**src/pmf_pkg.sv**
```systemverilog
`timescale 1ns / 1ps
// shared types and constants for the per-pixel temporal median block
// no dependencies; used by the interfaces, controller, datapath and top level
package pmf_pkg;

    localparam int MAX_FRAMES = 16;
    localparam int SAMPLE_W   = 16;
    localparam int CFG_W      = 5;
    localparam int NUM_CH     = 3;
    localparam int POS_W      = $clog2(MAX_FRAMES);
    localparam int CNT_W      = $clog2(MAX_FRAMES + 1);

    typedef logic [SAMPLE_W-1:0] sample_t;
    typedef logic [CFG_W-1:0]    cfg_word_t;

    typedef enum logic [0:0] {
        ST_COLLECT,
        ST_SELECT
    } pmf_state_t;

    typedef struct packed {
        logic insert;
        logic load;
    } ctrl_cmd_t;

    typedef struct packed {
        logic last;
    } ctrl_status_t;

endpackage

```
**src/pmf_if.sv**
```systemverilog
`timescale 1ns / 1ps
// valid/ready channels: input samples, median results, frame count writes
// depends on pmf_pkg
interface pmf_in_if;
    import pmf_pkg::*;
    logic    valid;
    logic    ready;
    sample_t red_sample;
    sample_t green_sample;
    sample_t blue_sample;

    modport source (output valid, output red_sample, output green_sample,
                    output blue_sample, input ready);
    modport sink (input valid, input red_sample, input green_sample,
                  input blue_sample, output ready);
endinterface

interface pmf_out_if;
    import pmf_pkg::*;
    logic    valid;
    logic    ready;
    sample_t red_median;
    sample_t green_median;
    sample_t blue_median;

    modport source (output valid, output red_median, output green_median,
                    output blue_median, input ready);
    modport sink (input valid, input red_median, input green_median,
                  input blue_median, output ready);
endinterface

interface pmf_cfg_if;
    import pmf_pkg::*;
    logic      valid;
    logic      ready;
    cfg_word_t frame_count;

    modport source (output valid, output frame_count, input ready);
    modport sink (input valid, input frame_count, output ready);
endinterface

```
**src/pmf_ctrl.sv**
```systemverilog
`timescale 1ns / 1ps
// controller: input/output handshake and collect/select sequencing
// depends on pmf_pkg
module pmf_ctrl (
    input  logic                  clk,
    input  logic                  rst_n,
    input  logic                  in_valid,
    output logic                  in_ready,
    output logic                  out_valid,
    input  logic                  out_ready,
    input  pmf_pkg::ctrl_status_t status,
    output pmf_pkg::ctrl_cmd_t    cmd
);
    import pmf_pkg::*;

    pmf_state_t state_reg, state_next;
    logic       out_valid_reg, out_valid_next;
    logic       accept;

    assign accept = in_valid && in_ready;

    always_comb
    begin
        state_next = state_reg;
        case (state_reg)
            ST_COLLECT:
            begin
                if (accept && status.last)
                begin
                    state_next = ST_SELECT;
                end
            end
            ST_SELECT:
            begin
                state_next = ST_COLLECT;
            end
            default:
            begin
                state_next = ST_COLLECT;
            end
        endcase
    end

    always_comb
    begin
        in_ready   = 1'b0;
        cmd.insert = 1'b0;
        cmd.load   = 1'b0;
        case (state_reg)
            ST_COLLECT:
            begin
                // a completing transfer needs the output register free
                in_ready   = !status.last || !out_valid_reg || out_ready;
                cmd.insert = accept;
            end
            ST_SELECT:
            begin
                cmd.load = 1'b1;
            end
            default:
            begin
                in_ready = 1'b0;
            end
        endcase
    end

    always_comb
    begin
        out_valid_next = out_valid_reg;
        if (cmd.load)
        begin
            out_valid_next = 1'b1;
        end
        else if (out_ready)
        begin
            out_valid_next = 1'b0;
        end
    end

    always_ff @(posedge clk or negedge rst_n)
    begin
        if (!rst_n)
        begin
            state_reg     <= ST_COLLECT;
            out_valid_reg <= 1'b0;
        end
        else
        begin
            state_reg     <= state_next;
            out_valid_reg <= out_valid_next;
        end
    end

    assign out_valid = out_valid_reg;

    a_select_one_cycle: assert property (@(posedge clk) disable iff (!rst_n)
        state_reg == ST_SELECT |=> state_reg == ST_COLLECT)
        else $error("select state held longer than one cycle");

    a_out_free_on_load: assert property (@(posedge clk) disable iff (!rst_n)
        state_reg == ST_SELECT |-> !out_valid_reg)
        else $error("median loaded over an untaken result");

    a_last_goes_select: assert property (@(posedge clk) disable iff (!rst_n)
        (accept && status.last) |=> state_reg == ST_SELECT)
        else $error("completing transfer did not start selection");

    a_select_gives_result: assert property (@(posedge clk) disable iff (!rst_n)
        state_reg == ST_SELECT |=> out_valid_reg)
        else $error("selection did not produce a result");

endmodule

```
**src/pmf_datapath.sv**
```systemverilog
`timescale 1ns / 1ps
// datapath: frame count register, sorted insertion rows per channel,
// rank select into the output register; depends on pmf_pkg
module pmf_datapath (
    input  logic                  clk,
    input  logic                  rst_n,
    input  pmf_pkg::ctrl_cmd_t    cmd,
    output pmf_pkg::ctrl_status_t status,
    input  logic                  cfg_we,
    input  pmf_pkg::cfg_word_t    cfg_data,
    input  pmf_pkg::sample_t      red_sample,
    input  pmf_pkg::sample_t      green_sample,
    input  pmf_pkg::sample_t      blue_sample,
    output pmf_pkg::sample_t      red_median,
    output pmf_pkg::sample_t      green_median,
    output pmf_pkg::sample_t      blue_median
);
    import pmf_pkg::*;

    cfg_word_t              frame_count_reg;
    logic [POS_W-1:0]       frames_seen_reg, frames_seen_next;
    logic [POS_W-1:0]       rank_reg;
    sample_t                sorted_reg  [NUM_CH][MAX_FRAMES];
    sample_t                sorted_next [NUM_CH][MAX_FRAMES];
    sample_t                median_reg  [NUM_CH];
    sample_t                in_vec      [NUM_CH];
    logic [MAX_FRAMES-1:0]  gt          [NUM_CH];
    logic [CNT_W-1:0]       eff_count;
    logic [CNT_W-1:0]       held;

    assign in_vec[0] = red_sample;
    assign in_vec[1] = green_sample;
    assign in_vec[2] = blue_sample;

    // zero acts as one, above the row length acts as the row length
    always_comb
    begin
        if (frame_count_reg == '0)
        begin
            eff_count = CNT_W'(1);
        end
        else if (CNT_W'(frame_count_reg) > CNT_W'(MAX_FRAMES))
        begin
            eff_count = CNT_W'(MAX_FRAMES);
        end
        else
        begin
            eff_count = CNT_W'(frame_count_reg);
        end
    end

    assign held        = CNT_W'(frames_seen_reg) + CNT_W'(1);
    assign status.last = held >= eff_count;

    always_comb
    begin
        frames_seen_next = frames_seen_reg;
        if (cmd.insert)
        begin
            frames_seen_next = status.last ? '0 : held[POS_W-1:0];
        end
    end

    // insertion: entries above the new sample move up one cell
    always_comb
    begin
        for (int c = 0; c < NUM_CH; c++)
        begin
            for (int i = 0; i < MAX_FRAMES; i++)
            begin
                gt[c][i] = (POS_W'(i) < frames_seen_reg) && (sorted_reg[c][i] > in_vec[c]);
            end
        end
        for (int c = 0; c < NUM_CH; c++)
        begin
            if (gt[c][0] || frames_seen_reg == '0)
            begin
                sorted_next[c][0] = in_vec[c];
            end
            else
            begin
                sorted_next[c][0] = sorted_reg[c][0];
            end
            for (int i = 1; i < MAX_FRAMES; i++)
            begin
                if (gt[c][i-1])
                begin
                    sorted_next[c][i] = sorted_reg[c][i-1];
                end
                else if (gt[c][i] || POS_W'(i) == frames_seen_reg)
                begin
                    sorted_next[c][i] = in_vec[c];
                end
                else
                begin
                    sorted_next[c][i] = sorted_reg[c][i];
                end
            end
        end
    end

    always_ff @(posedge clk or negedge rst_n)
    begin
        if (!rst_n)
        begin
            frame_count_reg <= cfg_word_t'(1);
            frames_seen_reg <= '0;
        end
        else
        begin
            if (cfg_we)
            begin
                frame_count_reg <= cfg_data;
            end
            frames_seen_reg <= frames_seen_next;
        end
    end

    always_ff @(posedge clk)
    begin
        if (cmd.insert)
        begin
            sorted_reg <= sorted_next;
            rank_reg   <= held[CNT_W-1:1];
        end
        if (cmd.load)
        begin
            for (int c = 0; c < NUM_CH; c++)
            begin
                median_reg[c] <= sorted_reg[c][rank_reg];
            end
        end
    end

    assign red_median   = median_reg[0];
    assign green_median = median_reg[1];
    assign blue_median  = median_reg[2];

endmodule

```
**src/per_pixel_median_of_frames_core.sv**
```systemverilog
`timescale 1ns / 1ps
// per-pixel temporal median of rgb frames: top level
// depends on pmf_pkg, pmf_if, pmf_ctrl and pmf_datapath
//
// samples: one rgb sample per transfer, one per frame in frame order, for
//   one pixel after another. medians: one rgb result per completed pixel.
// cfg: writes frame_count (0 acts as 1, above 16 acts as 16); write only
//   while the block is idle. cfg.ready is always high.
// each sample is inserted into a sorted row of cells per channel in the
//   cycle it is taken, so samples are taken one per cycle, except in the
//   select state and while a completing sample stalls. the transfer that
//   completes a pixel moves the controller to the select state, which moves
//   the cell of rank count/2 into the output register; the result is shown
//   from the cycle after the select state.
// a result waits in the output register while medians.ready is low; the
//   samples of the next pixel keep flowing, except its completing sample,
//   which stalls until the pending result is taken.
// reset clears the sample count, the pending result and sets frame_count
//   to 1.
module per_pixel_median_of_frames_core (
    input  logic      clk,
    input  logic      rst_n,
    pmf_in_if.sink    samples,
    pmf_out_if.source medians,
    pmf_cfg_if.sink   cfg
);
    import pmf_pkg::*;

    ctrl_cmd_t    cmd;
    ctrl_status_t status;

    assign cfg.ready = 1'b1;

    pmf_ctrl u_ctrl (
        .clk       (clk),
        .rst_n     (rst_n),
        .in_valid  (samples.valid),
        .in_ready  (samples.ready),
        .out_valid (medians.valid),
        .out_ready (medians.ready),
        .status    (status),
        .cmd       (cmd)
    );

    pmf_datapath u_datapath (
        .clk          (clk),
        .rst_n        (rst_n),
        .cmd          (cmd),
        .status       (status),
        .cfg_we       (cfg.valid),
        .cfg_data     (cfg.frame_count),
        .red_sample   (samples.red_sample),
        .green_sample (samples.green_sample),
        .blue_sample  (samples.blue_sample),
        .red_median   (medians.red_median),
        .green_median (medians.green_median),
        .blue_median  (medians.blue_median)
    );

endmodule
```
**src/flat_wrapper.sv**
```systemverilog
// flat-port wrapper written by rule: the top's interface ports become plain ports
module per_pixel_median_of_frames_core_flat import pmf_pkg::*;
  (clk, rst_n, samples_valid, samples_red_sample, samples_green_sample, samples_blue_sample, samples_ready, medians_valid, medians_red_median, medians_green_median, medians_blue_median, medians_ready, cfg_valid, cfg_frame_count, cfg_ready);
  pmf_in_if samples_i ();
  pmf_out_if medians_i ();
  pmf_cfg_if cfg_i ();
  input  logic clk;
  input  logic rst_n;
  input wire logic [$bits(samples_i.valid)-1:0] samples_valid;
  input wire logic [$bits(samples_i.red_sample)-1:0] samples_red_sample;
  input wire logic [$bits(samples_i.green_sample)-1:0] samples_green_sample;
  input wire logic [$bits(samples_i.blue_sample)-1:0] samples_blue_sample;
  output wire logic [$bits(samples_i.ready)-1:0] samples_ready;
  output wire logic [$bits(medians_i.valid)-1:0] medians_valid;
  output wire logic [$bits(medians_i.red_median)-1:0] medians_red_median;
  output wire logic [$bits(medians_i.green_median)-1:0] medians_green_median;
  output wire logic [$bits(medians_i.blue_median)-1:0] medians_blue_median;
  input wire logic [$bits(medians_i.ready)-1:0] medians_ready;
  input wire logic [$bits(cfg_i.valid)-1:0] cfg_valid;
  input wire logic [$bits(cfg_i.frame_count)-1:0] cfg_frame_count;
  output wire logic [$bits(cfg_i.ready)-1:0] cfg_ready;
  assign samples_i.valid = samples_valid;
  assign samples_i.red_sample = samples_red_sample;
  assign samples_i.green_sample = samples_green_sample;
  assign samples_i.blue_sample = samples_blue_sample;
  assign samples_ready = samples_i.ready;
  assign medians_valid = medians_i.valid;
  assign medians_red_median = medians_i.red_median;
  assign medians_green_median = medians_i.green_median;
  assign medians_blue_median = medians_i.blue_median;
  assign medians_i.ready = medians_ready;
  assign cfg_i.valid = cfg_valid;
  assign cfg_i.frame_count = cfg_frame_count;
  assign cfg_ready = cfg_i.ready;
  per_pixel_median_of_frames_core u_core (.clk(clk), .rst_n(rst_n), .samples(samples_i), .medians(medians_i), .cfg(cfg_i));
endmodule
```
**config.mk**
```make
export PLATFORM = sky130hd
export DESIGN_NAME = per_pixel_median_of_frames_core_flat
export DESIGN_NICKNAME = d
export VERILOG_FILES = /design/src/pmf_pkg.sv /design/src/pmf_if.sv /design/src/pmf_ctrl.sv /design/src/pmf_datapath.sv /design/src/per_pixel_median_of_frames_core.sv /design/src/flat_wrapper.sv
export SDC_FILE = /design/constraint.sdc
export NUM_CORES = 2
export LEC_CHECK = 0
export BUFFER_PORTS_ARGS = -buffer_cell sky130_fd_sc_hd__clkbuf_2
export CORE_ASPECT_RATIO = 1.25
export CORE_MARGIN = 3
export CORE_UTILIZATION = 60
export CTS_BUF_LIST = sky130_fd_sc_hd__clkbuf_8
export CTS_CLUSTER_DIAMETER = 40
export DETAILED_ROUTE_END_ITERATION = 6
export PLACE_DENSITY = 0.77
export SLEW_MARGIN = 20
export SYNTH_ARGS = -nofsm -noshare
export SYNTH_HDL_FRONTEND = slang
export SYNTH_HIERARCHICAL = 1
export SYNTH_SLANG_ARGS = --single-unit
```
**constraint.sdc**
```tcl
create_clock -name clk -period 5.9 [get_ports clk]
set_clock_uncertainty 0.2 [all_clocks]
set_input_delay 0.59 -clock clk [delete_from_list [all_inputs] [get_ports clk]]
set_output_delay 0.59 -clock clk [all_outputs]
set_load 0.01 [all_outputs]
```
Word-level counts from Yosys, hierarchy flattened
Memories as Yosys holds them, arrays and structs flattened.
Index checks and enable logic that the tools add are counted.
Widths: inputs -> output; s select.
{"block": "word_totals", "ff_bits": 783, "ramBits": 48, "inputBits": 58, "output_inout_bits": 51, "wordCells": 448, "n_memories": 1}
{"block": "op_classes", "addsub": 1, "magnitude_cmp": 67, "n_eq_ne": 15, "muxes": 111, "n_bitwise": 2, "reduce_logical": 198}
{"memory": "u_core.u_datapath.median_reg", "depth": 3, "width": 16, "read_ports": 3, "rd_ports_with_merged_regs": 0, "write_ports": 3, "line_no": "pmf_datapath.sv:25", "source": "sample_t median_reg [NUM_CH];"}
{"op": "$mux 16", "n": 96}
{"op": "$gt 16x16->1", "n": 48}
{"op": "$bmux 16 s4", "n": 3}
{"op": "$reduce_and 2->1", "n": 48}
{"op": "$reduce_bool 2->1", "n": 46}
{"op": "$logic_and 1x1->1", "n": 50}
{"op": "$logic_or 1x1->1", "n": 50}
{"op": "$eq 4x4->1 const A", "n": 8}
{"op": "$lt 4x4->1 const A", "n": 8}
{"op": "$eq 3x4->1 const A", "n": 4}
{"op": "$lt 3x4->1 const A", "n": 4}
{"op": "$mux 5", "n": 2}
{"op": "$eq 2x4->1 const A", "n": 2}
{"op": "$lt 1x4->1 const A", "n": 2}
{"op": "$lt 2x4->1 const A", "n": 2}
{"op": "$mux 1", "n": 8}
{"op": "$add 4x1->5 const B", "n": 1}
{"op": "$ge 5x5->1", "n": 1}
{"op": "$ge 5x5->1 const B", "n": 1}
{"op": "$gt 5x5->1 const B", "n": 1}
{"op": "$logic_not 5->1", "n": 1}
{"op": "$not 4->5", "n": 1}
{"op": "$eq 1x4->1 const A", "n": 1}
{"op": "$logic_not 4->1", "n": 1}
{"op": "other kinds (4)", "n": 5}

Depth between registers and ports, before layout
{"block": "logic_depth", "ltp_word": 12, "depth_mapped": 14, "ltp_nobuf": 13}

Cells and area by module
Netlist, hierarchy kept.
{"module": "pmf_datapath", "instances": 1, "cells_per_inst": 4113, "area_each_um2": 56203.9, "seq_area_each_um2": 24850.1}
{"module": "pmf_ctrl", "instances": 1, "cells_per_inst": 9, "area_each_um2": 106.4, "seq_area_each_um2": 50.0}
{"module": "per_pixel_median_of_frames_core", "instances": 1, "cells_per_inst": 2, "area_each_um2": 11.3, "seq_area_each_um2": 0.0}

Least setup slack after synthesis
OpenSTA, ideal clock, no wires.
{"block": "synth_path", "path_type": "reg2reg", "startpoint": "register u_core.u_datapath.frames_seen_reg[1]", "endpoint": "register u_core/u_datapath/sorted_reg[64] (netlist bit) (enable)", "setup_time_ns": 0.411, "t_arrival_ns": 3.654, "t_required_ns": 5.289, "setup_slack_ns": 1.635, "path_stages_with_launch": 12, "path_buffers": 3, "period_less_slack_ns": 4.265, "path_cell_list": "dfrtp_1 -> ha_1 -> buf_2 -> and3_1 -> clkbuf_1 -> ha_1 -> a21oi_1 -> o21ai_0 -> a21oi_1 -> clkbuf_1 -> nand2_1 -> o21ai_0"}
{"item": "start: declaration", "line_no": "pmf_datapath.sv:21", "source": "logic [POS_W-1:0] frames_seen_reg, frames_seen_next;"}
{"item": "start signal: assignment", "line_no": "pmf_datapath.sv:115", "source": "frames_seen_reg <= frames_seen_next;"}
{"item": "end signal: assignment", "line_no": "pmf_datapath.sv:123", "source": "sorted_reg <= sorted_next;"}
{"item": "end: declaration", "line_no": "pmf_datapath.sv:23", "source": "sample_t sorted_reg [NUM_CH][MAX_FRAMES];"}

Worst setup path after layout
{"block": "layout_path", "startpoint": "input samples_green_sample[8]", "endpoint": "register u_core/u_datapath/sorted_reg[481] (netlist bit) (enable)"}
{"block": "layout_via", "elab_chain_cells": 5, "word_cells_on_any_way": 7, "classes_between": "order compare (2); reduce/logical (5)"}
{"item": "start: declaration", "line_no": "flat_wrapper.sv:11", "source": "input wire logic [$bits(samples_i.green_sample)-1:0] samples_green_sample;"}
{"item": "$gt 16x16->1", "line_no": "pmf_datapath.sv:71", "source": "gt[c][i] = (POS_W'(i) < frames_seen_reg) && (sorted_reg[c][i] > in_vec[c]);"}
{"item": "$logic_and 1x1->1", "line_no": "pmf_datapath.sv:71"}
{"item": "$logic_or 1x1->1", "line_no": "pmf_datapath.sv:90", "source": "else if (gt[c][i] || POS_W'(i) == frames_seen_reg)"}
{"item": "$reduce_bool 2->1 (no source line) (*)"}
{"item": "$reduce_and 2->1 (no source line) (*)"}
Mark *: on every way between the ends. The rest lies on a longest branch, timed or not.
A chain may end at the register's enable or synchronous reset.

==> results.toml <==
[route]
routed-via-count = 40700
drt_first_iter_violations = 4758
drc_errors = 0
dr.pass1.iters = 5
routed_via_density = 7.15
route.detailed.wl_per_inst_um = 31.4
ant_nets = 0
detail_route.wirelength_mm = 179

[grt]
grt_start_max_net_pins = 157
grt_antenna_before_repair = 10
grt.overflow.total = 0
grt_pass1_vias = 41100
grt_pass1_wl_mm = 262
globalRouteTotalUtil_pct = 36.5

[floorplanning]
core_um2 = 93100
starting_density_of_the_core_pct = 60.5
row_count = 125
die_width_um = 280
vertical_die_dimension_um = 349
design.portCount = 109
die_area_um2 = 97600

[clock_network]
clock_tree_from_tritoncts = "done"
cts_made_buffers = 152
cts_clock_pin_slew_for_the_worst_setup_and_hold_paths_ps = 70
clk-insertion-delay-late_ps = 830
htree_levels = 4
post_cts_resize_count = 0
numClockSinks = 831
cts.path.max_buffers = 3
cts.root.buffer_cell = "sky130_fd_sc_hd__clkbuf_8"
cts.repair_timing.setup_buffer_count = 0
cts_hold_repair.buffers = 32

[yosys]
cell_taking_the_most_area_after_synthesis = "sky130_fd_sc_hd__edfxtp_1"
async_reset_ff_share_pct = 1.32
synth-main-ff-cell = "sky130_fd_sc_hd__edfxtp_1"
synth_warnings = 6
ys_ff_latch = 831
synth_area_um2 = 56300
synth_cell_type_count = 87
post_synth_inst_count = 4124
synth_edf_count = 820
synth_top_cells_by_count = "sky130_fd_sc_hd__edfxtp_1, sky130_fd_sc_hd__ha_1, sky130_fd_sc_hd__mux2_2, sky130_fd_sc_hd__a21oi_1, sky130_fd_sc_hd__mux4_2"
synth_fp_nets = 4910
average_size_of_a_mapped_cell_um2 = 13.7
synth_sequential_area_ratio_pct = 44.2
most_frequently_used_cell_type_in_the_post_synthesis_netlist = "sky130_fd_sc_hd__edfxtp_1"
ys_top_cells_by_area = "sky130_fd_sc_hd__edfxtp_1, sky130_fd_sc_hd__ha_1, sky130_fd_sc_hd__mux2_2"
synth_top_area_share_pct = 43.7

[job]
drv.max_cap_violation_count = 0

[finish]
final_cell_area_um2 = 61800
area_growth_pct = 9.77
finish.cell_count_without_fillers = 5694
fin_util_pct = 66.4
finish.net_count = 5144
flip_flop_count_of_the_largest_register_all_copies_and_words_added = 768
drive_above_1_share_pct = 32.0

[placed_design]
gp_routability_congestion = 0.984
place_inst = 5378
port_buffers = 107
instance_area_at_placement_um2 = 58500
place.detailed.hpwl_mm = 129

[worst_setup_path]
crit-reg2reg-capture = "u_core/u_datapath/sorted_reg[481]$_DFFE_PP_"
timing.setup.critical_path_class = "input port to register"
crit_path_top_delay_cell = "sky130_fd_sc_hd__a21boi_0"
r2r.worst_path.cells = 8
critical-path-top-delay-family = "simple AND/OR/NAND/NOR gates"
worst-path-stages = 11
peak_per_stage_delay_on_the_critical_path_ps = 750
worst_setup_path_startpoint = "samples_green_sample[8]"
cp_num_buf_inv = 4
critical_path.endpoint_type = "register"
cp_data_arrival_time_ps = 5510
worstPathCellList = "dlygate4sd3_1, clkbuf_2, inv_1, ha_1, nand4_1, nor4_1, a21boi_0, or4_1, nand3_2, a31oi_2, buf_4"
worst_ep_required_time_ps = 6180
endpoint = "u_core/u_datapath/sorted_reg[481]$_DFFE_PP_"
setup.reg_to_reg.worst_slack_ps = 1310
start_of_the_worst_register_to_register_path = "u_core/u_datapath/sorted_reg[510]$_DFFE_PP_"
critical_path_start_type = "input port"
worst-path-max-fanout = 17

[timing]
max_transition_viols_final = 0
layout_worst_path_cycle_share_pct = 88.6
rsz0062_at_grt = "no"
report.final.hold_viol_count = 0
setup_viol = 0
period_needed_ps = 5230
timing.setup.tns_ps = 0
max_clock_freq_mhz = 191
worst_slew_slack_as_a_fraction_of_its_limit_pct = 19.1
worst_pin_slew_ps = 1210

[pwr]
max-vdd-ir-drop_v = 0.000491
power_leakage_nw = 23.2
pwr_density_cell_nw_per_um2 = 408
power_mw = 25.2

[hold_path]
worst_hold_path_type = "input port to register"

[status]
status = "finished, final reports clean"
per-layer routing:
| layer | track usage [%] | up-vias | wire length, µm |
|---|---|---|---|
| met5 | 0 | - | 0 |
| met3 | 9.53 | 617 | 18100 |
| met1 | 44.4 | 20500 | 64500 |
| met2 | 58.6 | 2427 | 84100 |
| met4 | 21.5 | 0 | 12100 |
| li1 | - | 17200 | - |
cell type report:
class                           count  area, µm²
Clock inverter                    117        800
Clock buffer                      157       2160
Antenna cell                       10       25.0
Fill cell                        6744      31200
Timing Repair Buffer              260       1790
Multi-Input combinational cell   2988      30200
Inverter                          125        469
Tap cell                         1206       1510
Sequential cell                   831      24900
worst register-to-register path, stage by stage (launching register included):
cell and delay (ps):
sky130_fd_sc_hd__edfxtp_1 440, sky130_fd_sc_hd__ha_1 350, sky130_fd_sc_hd__nand4_1 240, sky130_fd_sc_hd__nor4_1 680
sky130_fd_sc_hd__a21boi_0 760, sky130_fd_sc_hd__or4_1 280, sky130_fd_sc_hd__nand3_2 560, sky130_fd_sc_hd__a31oi_2 390
sky130_fd_sc_hd__buf_4 340
logic make-up after synthesis:
kind of cell | count (synthesis) | synth area share, %
flip-flops | 831 | 44.2
multiplexers | 933 | 23.6
buffers and inverters | 305 | 2.39
adder cells (fa/ha/maj) | 728 | 16.2
XOR/XNOR | 2 | 0.0311
other | 1 | 0.00666
AO/OA/AOI/OAI | 678 | 7.66
AND/OR/NAND/NOR | 646 | 5.89
where the power goes:
part           total (mW)  switching (mW)  internal (mW)
Sequential           9.30            1.01           8.29
Combinational        10.4            5.94           4.45
Clock                5.53            2.64           2.89
cells in the final DEF, fill, tap and decap left out, types with 11 or more instances in the layout:
cell                            instances
sky130_fd_sc_hd__a21o_1                45
sky130_fd_sc_hd__a221oi_1              16
sky130_fd_sc_hd__clkbuf_8             157
sky130_fd_sc_hd__nor2b_1               28
sky130_fd_sc_hd__nor4_1                28
sky130_fd_sc_hd__mux4_2               240
sky130_fd_sc_hd__and2_1                15
sky130_fd_sc_hd__a211oi_1              16
sky130_fd_sc_hd__clkbuf_2             107
sky130_fd_sc_hd__o211ai_1              28
sky130_fd_sc_hd__o31a_1                35
sky130_fd_sc_hd__o21ai_0              115
sky130_fd_sc_hd__edfxtp_1             820
sky130_fd_sc_hd__nor2_1                78
sky130_fd_sc_hd__ha_1                 728
sky130_fd_sc_hd__dlygate4sd3_1         32
sky130_fd_sc_hd__a21oi_2               13
sky130_fd_sc_hd__mux2_2               660
sky130_fd_sc_hd__inv_1                153
sky130_fd_sc_hd__a221o_1               14
sky130_fd_sc_hd__and4_1                13
sky130_fd_sc_hd__clkinvlp_4            11
sky130_fd_sc_hd__clkinv_1              35
sky130_fd_sc_hd__a21oi_1              299
sky130_fd_sc_hd__nand3_1               94
sky130_fd_sc_hd__buf_4                119
sky130_fd_sc_hd__nand4_1              117
sky130_fd_sc_hd__mux2_4                27
sky130_fd_sc_hd__clkinv_2              24
sky130_fd_sc_hd__nand2_1              210
worst min-delay path by stage:
stage	start	slack, ps	cells past startpoint	endpoint
2_1_floorplan	rst_n	90	0	u_core/u_ctrl/out_valid$_DFFE_PN0P_
3_3_place_gp	rst_n	280	1	u_core/u_datapath/frame_count_reg[2]$_DFFE_PN0P_
3_5_place_dp	rst_n	290	1	u_core/u_ctrl/out_valid$_DFFE_PN0P_
5_1_grt	samples_blue_sample[12]	30	2	u_core/u_datapath/sorted_reg[252]$_DFFE_PP_
4_1_cts	samples_red_sample[1]	0.6	1	u_core/u_datapath/sorted_reg[753]$_DFFE_PP_
6_report	samples_red_sample[1]	50	1	u_core/u_datapath/sorted_reg[753]$_DFFE_PP_
through the flow:
step                      setup slack (ps)  hold WS (ps)
after floorplan                       1640          94.4
after global placement                 371           282
after detailed placement               377           287
after CTS                              845         0.647
after global routing                   674          31.5
final                                  674          45.4
(Power assumes the default switching activity.)
